`config.mk`:
```
export PLATFORM = sky130hd
export DESIGN_NAME = http_chunked_body_decoder_top
export DESIGN_NICKNAME = d
export VERILOG_FILES = /design/src/hdl/hcbd_pkg.sv /design/src/hdl/http_chunked_body_decoder_top.sv
export SDC_FILE = /design/constraint.sdc
export NUM_CORES = 1
export LEC_CHECK = 0
export BUFFER_PORTS_ARGS = -buffer_cell sky130_fd_sc_hd__buf_2
export CORE_UTILIZATION = 40
export CTS_CLUSTER_DIAMETER = 80
export CTS_CLUSTER_SIZE = 25
export DETAILED_ROUTE_END_ITERATION = 10
export PLACE_DENSITY = 0.69
export SYNTH_ARGS = -nofsm -noshare
export SYNTH_HDL_FRONTEND = slang
export SYNTH_SLANG_ARGS = --single-unit
```
`constraint.sdc`:
```
create_clock -name clk -period 3.4 [get_ports clk]
set_clock_uncertainty 0.05 [all_clocks]
set_input_delay 0.68 -clock clk [delete_from_list [all_inputs] [get_ports clk]]
set_output_delay 0.68 -clock clk [all_outputs]
set_load 0.005 [all_outputs]
```
`src/hdl/hcbd_pkg.sv`:
```
`timescale 1ns / 1ps
`default_nettype none
// ----------------------------------------------------------------------------
// hcbd_pkg: shared types and constants for the chunked body decoder
// Result status codes, framing characters and character classifiers.
// ----------------------------------------------------------------------------
package hcbd_pkg;

  typedef enum logic [2:0] {
    ST_PAYLOAD = 3'd0,
    ST_END     = 3'd1,
    ST_CRLF    = 3'd2,
    ST_LINE    = 3'd3,
    ST_OVF     = 3'd4
  } status_t;

  localparam logic [7:0] CH_CR  = 8'h0D;
  localparam logic [7:0] CH_LF  = 8'h0A;
  localparam logic [7:0] CH_SP  = 8'h20;
  localparam logic [7:0] CH_TAB = 8'h09;
  localparam logic [7:0] CH_VT  = 8'h0B;
  localparam logic [7:0] CH_FF  = 8'h0C;

  // {is_hex, value}
  function automatic logic [4:0] hex_digit(input logic [7:0] c);
    logic [4:0] r;
    r = 5'd0;
    if (c >= 8'h30 && c <= 8'h39) begin
      r = {1'b1, 4'(c - 8'h30)};
    end else if (c >= 8'h61 && c <= 8'h66) begin
      r = {1'b1, 4'(c - 8'h57)};
    end else if (c >= 8'h41 && c <= 8'h46) begin
      r = {1'b1, 4'(c - 8'h37)};
    end
    return r;
  endfunction

  function automatic logic is_blank(input logic [7:0] c);
    return (c == CH_SP) || (c == CH_TAB) || (c == CH_VT) || (c == CH_FF) || (c == CH_CR);
  endfunction

endpackage
`default_nettype wire

```
`src/hdl/http_chunked_body_decoder_top.sv`:
```
`timescale 1ns / 1ps
`default_nettype none
// ----------------------------------------------------------------------------
// http_chunked_body_decoder_top: chunked transfer framing remover
//
// channel  direction  handshake            payload
// in       sink       in_valid / in_stall  body_byte[7:0]
// out      source     out_valid/out_stall  status[2:0], payload_byte[7:0]
//
// One body byte per clock while in_stall is low; each request is decoded in
// the cycle it is taken and its result (if any) is registered in the output
// register, or, while the output is stalled, in a skid register behind it
// that lets one more request in; in_stall is that register's full flag.
// rst is synchronous, active high, and returns the parser to the size line.
// ----------------------------------------------------------------------------
module http_chunked_body_decoder_top #(
  parameter int SIZE_BITS = 32
) (
  input  wire logic              clk,
  input  wire logic              rst,
  input  wire logic              in_valid,
  output logic                   in_stall,
  input  wire logic [7:0]        body_byte,
  output logic                   out_valid,
  input  wire logic              out_stall,
  output hcbd_pkg::status_t      status,
  output logic [7:0]             payload_byte
);
  import hcbd_pkg::*;

  typedef enum logic [2:0] {
    PH_SIZE     = 3'd0,
    PH_DATA     = 3'd1,
    PH_CR       = 3'd2,
    PH_LF       = 3'd3,
    PH_END      = 3'd4,
    PH_ERR_CRLF = 3'd5,
    PH_ERR_LINE = 3'd6,
    PH_ERR_OVF  = 3'd7
  } phase_t;

  phase_t               phase, phase_next;
  logic [SIZE_BITS-1:0] chunk_left, chunk_left_next;
  logic                 digit_seen, digit_seen_next;
  logic                 parse_stopped, parse_stopped_next;

  logic                 skid_valid;
  status_t              skid_status;
  logic [7:0]           skid_byte;

  logic                 res_valid;
  status_t              res_status;
  logic [7:0]           res_byte;

  logic                 accept, take;
  logic [4:0]           hex;

  assign in_stall = skid_valid;
  assign accept   = in_valid && !in_stall;
  assign take     = out_valid && !out_stall;
  assign hex      = hex_digit(body_byte);

  always_comb begin
    phase_next         = phase;
    chunk_left_next    = chunk_left;
    digit_seen_next    = digit_seen;
    parse_stopped_next = parse_stopped;
    res_valid          = 1'b0;
    res_status         = ST_PAYLOAD;
    res_byte           = 8'd0;
    if (accept) begin
      case (phase)
        PH_SIZE: begin
          if (body_byte == CH_LF) begin
            if (!digit_seen) begin
              phase_next = PH_ERR_LINE;
              res_valid  = 1'b1;
              res_status = ST_LINE;
            end else begin
              digit_seen_next    = 1'b0;
              parse_stopped_next = 1'b0;
              if (chunk_left == '0) begin
                phase_next = PH_END;
                res_valid  = 1'b1;
                res_status = ST_END;
              end else begin
                phase_next = PH_DATA;
              end
            end
          end else if (!parse_stopped) begin
            if (!hex[4]) begin
              // leading blanks are skipped; anything else ends the size
              if (digit_seen || !is_blank(body_byte)) begin
                parse_stopped_next = 1'b1;
              end
            end else if (chunk_left[SIZE_BITS-1 -: 4] != 4'd0) begin
              phase_next = PH_ERR_OVF;
              res_valid  = 1'b1;
              res_status = ST_OVF;
            end else begin
              chunk_left_next = {chunk_left[SIZE_BITS-5:0], hex[3:0]};
              digit_seen_next = 1'b1;
            end
          end
        end
        PH_DATA: begin
          chunk_left_next = chunk_left - SIZE_BITS'(1);
          if (chunk_left == SIZE_BITS'(1)) begin
            phase_next = PH_CR;
          end
          res_valid  = 1'b1;
          res_status = ST_PAYLOAD;
          res_byte   = body_byte;
        end
        PH_CR: begin
          if (body_byte != CH_CR) begin
            phase_next = PH_ERR_CRLF;
            res_valid  = 1'b1;
            res_status = ST_CRLF;
          end else begin
            phase_next = PH_LF;
          end
        end
        PH_LF: begin
          if (body_byte != CH_LF) begin
            phase_next = PH_ERR_CRLF;
            res_valid  = 1'b1;
            res_status = ST_CRLF;
          end else begin
            phase_next         = PH_SIZE;
            chunk_left_next    = '0;
            digit_seen_next    = 1'b0;
            parse_stopped_next = 1'b0;
          end
        end
        PH_END: begin
        end
        PH_ERR_CRLF: begin
          res_valid  = 1'b1;
          res_status = ST_CRLF;
        end
        PH_ERR_LINE: begin
          res_valid  = 1'b1;
          res_status = ST_LINE;
        end
        default: begin
          res_valid  = 1'b1;
          res_status = ST_OVF;
        end
      endcase
    end
  end

  always_ff @(posedge clk) begin
    if (rst) begin
      phase         <= PH_SIZE;
      chunk_left    <= '0;
      digit_seen    <= 1'b0;
      parse_stopped <= 1'b0;
      out_valid     <= 1'b0;
      skid_valid    <= 1'b0;
    end else begin
      phase         <= phase_next;
      chunk_left    <= chunk_left_next;
      digit_seen    <= digit_seen_next;
      parse_stopped <= parse_stopped_next;
      if (!out_valid || take) begin
        if (skid_valid) begin
          // no request is taken while skid is full, so nothing new to place
          out_valid    <= 1'b1;
          status       <= skid_status;
          payload_byte <= skid_byte;
          skid_valid   <= 1'b0;
        end else begin
          out_valid    <= res_valid;
          status       <= res_status;
          payload_byte <= res_byte;
        end
      end else if (res_valid) begin
        skid_valid  <= 1'b1;
        skid_status <= res_status;
        skid_byte   <= res_byte;
      end
    end
  end

  // skid only fills behind a held output
  a_skid_behind_out: assert property (@(posedge clk) disable iff (rst)
    skid_valid |-> out_valid)
    else $error("skid full with output register empty");

  a_data_has_count: assert property (@(posedge clk) disable iff (rst)
    (phase == PH_DATA) |-> (chunk_left != '0))
    else $error("data phase with zero bytes left");

  a_err_sticky: assert property (@(posedge clk) disable iff (rst)
    (phase == PH_ERR_CRLF || phase == PH_ERR_LINE || phase == PH_ERR_OVF)
      |=> (phase == $past(phase)))
    else $error("error phase left");

  a_nonpayload_zero: assert property (@(posedge clk) disable iff (rst)
    (out_valid && status != ST_PAYLOAD) |-> (payload_byte == 8'd0))
    else $error("nonzero byte on a non-payload result");

endmodule
`default_nettype wire
```
==> impl_metrics.toml <==
[timing]
fin_crit_ps = 2740
worst_pin_slew_ps = 640
slew_violations = 0
hold_viol = 0
finalCritPeriodShare_pct = 80.5
fmax_ghz = 0.365
fin_setup_tns_ps = 0
finalSetupViolCount = 0
rsz0062_at_grt = "no"
maxSlewHeadroom_pct = 57.1

[clock_network]
clk_latency_ps = 350
clkSlewWorstSetupHoldPaths_ps = 70
postCtsSetupBuffers = 0
post_cts_resized = 0
clk_path_buf_depth = 2
tritoncts = "built"
cts_htree_levels = 3
cts_buffers = 9
cts_root_buf = "clkbuf_8"
cts_hold_buf = 0
clock-sinks = 61

[cells_and_area]
final_common_cell = "a21oi_1"
drive_above_1_share_pct = 14.1
fillers = 868
diodes = 0
final_cells = 583
final_cell_mix = "a21oi_1 (55), nand2_1 (49), dfxtp_1 (39)"
design_area_um2 = 4150
final_util_pct = 46.9
area_delta_synth_final_pct = 11.6
nNetsFinal = 489

[logic_synthesis]
syn_area_um2 = 3720
synth-seq-cells = 61
synth_cell_types = 61
synth_edf_count = 22
ys.flop_type = "dfxtp_1"
synth-seq-area-share_pct = 38.7
yosys_warnings = 0
synth_area_per_cell_um2 = 8.21
async_flop_share_pct = 0
syn_inst = 453
synth_nets = 472

[power]
p_per_area_nw_per_um2 = 970
ir_worst_vdd_mv = 0.493
power_frac_comb_pct = 57.5
sw_frac_of_total_pct = 48.1
power.switching_mw = 1.94
total_power_mw = 4.03
pwr-share-clk_pct = 15.9
p_int_mw = 2.09
pwr-share-seq_pct = 26.5
p_leak_nw = 1.57

[global_route]
antenna_found_initial = 0
grt_pass1_vias = 3265
grt_max_degree = 35
grt_pass1_wl_um = 15900
gr-usage-all-layers_pct = 20.4
grt_overflow_total = 0

[floorplan]
start_util_pct = 42.1
dieArea_um2 = 9690
die_h_um = 98.5
fp.coreArea_um2 = 8850
rows = 34
ios = 25
die_w_um = 98.5

[job]
max-cap-violations = 0

[routing]
drt_iter0_markers = 274
vias = 3538
firstDrtPassIters = 8
wl_per_cell_um = 16.2
drt-total-wl_um = 9420
via_per_inst = 6.07
drtAntennaViolNets = 0
drc = 5

[min_path]
min_from = "chunk_left[22]$_SDFFE_PP0P_"
min_to = "chunk_left[22]$_SDFFE_PP0P_"
hold_class = "reg2reg"
holdPathStages = 2

[placement]
dpl.hpwl_um = 6320
dpl-instance-area_um2 = 3960
placed_cells = 567
gp_congestion = 0.875
io_buffers = 24

[worst_setup_path]
start_kind = "input pin"
critPathMaxFanout = 11
endpoint_kind = "flip-flop"
r2r_cells = 7
cp.required_ps = 3410
rrSetupSlack_ps = 730
arrival_ps = 2750
critPathKind = "in2reg"
r2r_start = "chunk_left[23]$_SDFFE_PP0P_"
r2r-end = "skid_byte[7]$_DFFE_PP_"

[run_status]
status = "complete, but fails checks"
violations = "design-rule violations"
worst max-delay path: stages:
cell and delay (ps):
buf_2 140, or4b_2 710, nor3b_2 270, o21ai_0 200
o21ai_0 270, o21bai_1 130, nor3_1 140, buf_4 220
cell usage after synthesis (3+ instances only):
library cell / n / share of area [%]
nand2_1: 49 / 4.9
or4_1: 8 / 1.6
nor4_1: 12 / 2.0
nand4_1: 3 / 0.50
o31ai_1: 5 / 1.0
a31oi_1: 7 / 1.2
and2_1: 6 / 1.0
a211oi_1: 4 / 0.81
a21oi_1: 55 / 7.4
nor3_1: 26 / 3.5
clkbuf_1: 25 / 2.5
nand2b_1: 5 / 0.84
o21bai_1: 3 / 0.61
xor2_1: 3 / 0.71
edfxtp_1: 22 / 18
o22ai_1: 3 / 0.50
inv_1: 7 / 0.71
dfxtp_1: 39 / 21
ha_1: 7 / 2.4
nor2_1: 37 / 3.7
nor2b_1: 3 / 0.50
a21o_1: 12 / 2.4
nand3_1: 7 / 0.94
o21ai_0: 38 / 5.1
a32o_1: 8 / 2.2
o32ai_1: 3 / 0.71
a221oi_1: 5 / 1.2
buf_2: 5 / 0.67
xnor2_1: 3 / 0.71
o41ai_1: 4 / 0.94
power by group through the flow:
stage	Sequential (mW)	Combinational (mW)	Clock (mW)
global route	1.09	2.57	0.684
finish	1.07	2.32	0.641
CTS	1.06	2.28	0.659
floorplan	1.01	1.77	0
detailed placement	1.08	2.27	0
global placement	1.08	2.24	0
how the worst max path moves through the flow:
stage	slack (ps)	from	cells after the start	to
after floorplan	50	body_byte[3]	6	skid_byte[0]$_DFFE_PP_
after global placement	330	body_byte[3]	8	skid_byte[0]$_DFFE_PP_
after detailed placement	310	body_byte[3]	8	skid_byte[0]$_DFFE_PP_
after CTS	690	body_byte[3]	8	skid_byte[7]$_DFFE_PP_
after global routing	400	body_byte[0]	10	chunk_left[17]$_SDFFE_PP0P_
final	660	body_byte[3]	8	skid_byte[7]$_DFFE_PP_
per-layer routing:
layer,GRT usage (%),share of wire [%],up-vias
met2,33.4,46,116
met1,26.5,46,1672
met3,4.61,6.1,16
li1,-,-,1734
met4,7.58,1.4,0
met5,0,0,-
cell type report:
class	instances	area [µm²]	share of cell area (%)
clock buffer	10	128	3.07
clock inverter	6	63.8	1.54
inverter	7	26.3	0.633
multi-input combinational	353	2120	51.1
sequential	61	1440	34.7
tap	108	135	3.25
timing repair buffer	38	238	5.73
state kept, by name, summed over array words and instances (netlist names):
| name | count |
|---|---|
| out_valid | 1 |
| chunk_left | 32 |
| skid_status | 3 |
| skid_byte | 8 |
| status | 3 |
| payload_byte | 8 |
| digit_seen | 1 |
| parse_stopped | 1 |
| phase | 3 |
| in_stall | 1 |
logic make-up (layout without fill, tap and decap cells):
kind of cell | after synthesis | after routing | synth area share (%)
AOI/OAI and AO/OA | 160 | 160 | 27.4
xor gates and xnor gates | 6 | 6 | 1.41
muxes | 2 | 2 | 0.538
DFF | 61 | 61 | 38.7
and+or+nand+nor | 178 | 178 | 25.3
adders and majority gates | 7 | 7 | 2.35
buffers and inverters | 39 | 61 | 4.30
per-stage QoR:
step	hold slack [ps]	setup WS (ps)
floorplan	402	52.1
global placement	427	335
detailed placement	434	306
CTS	447	687
global route	465	405
finish	449	662
Power figures use the tool's default switching activity.
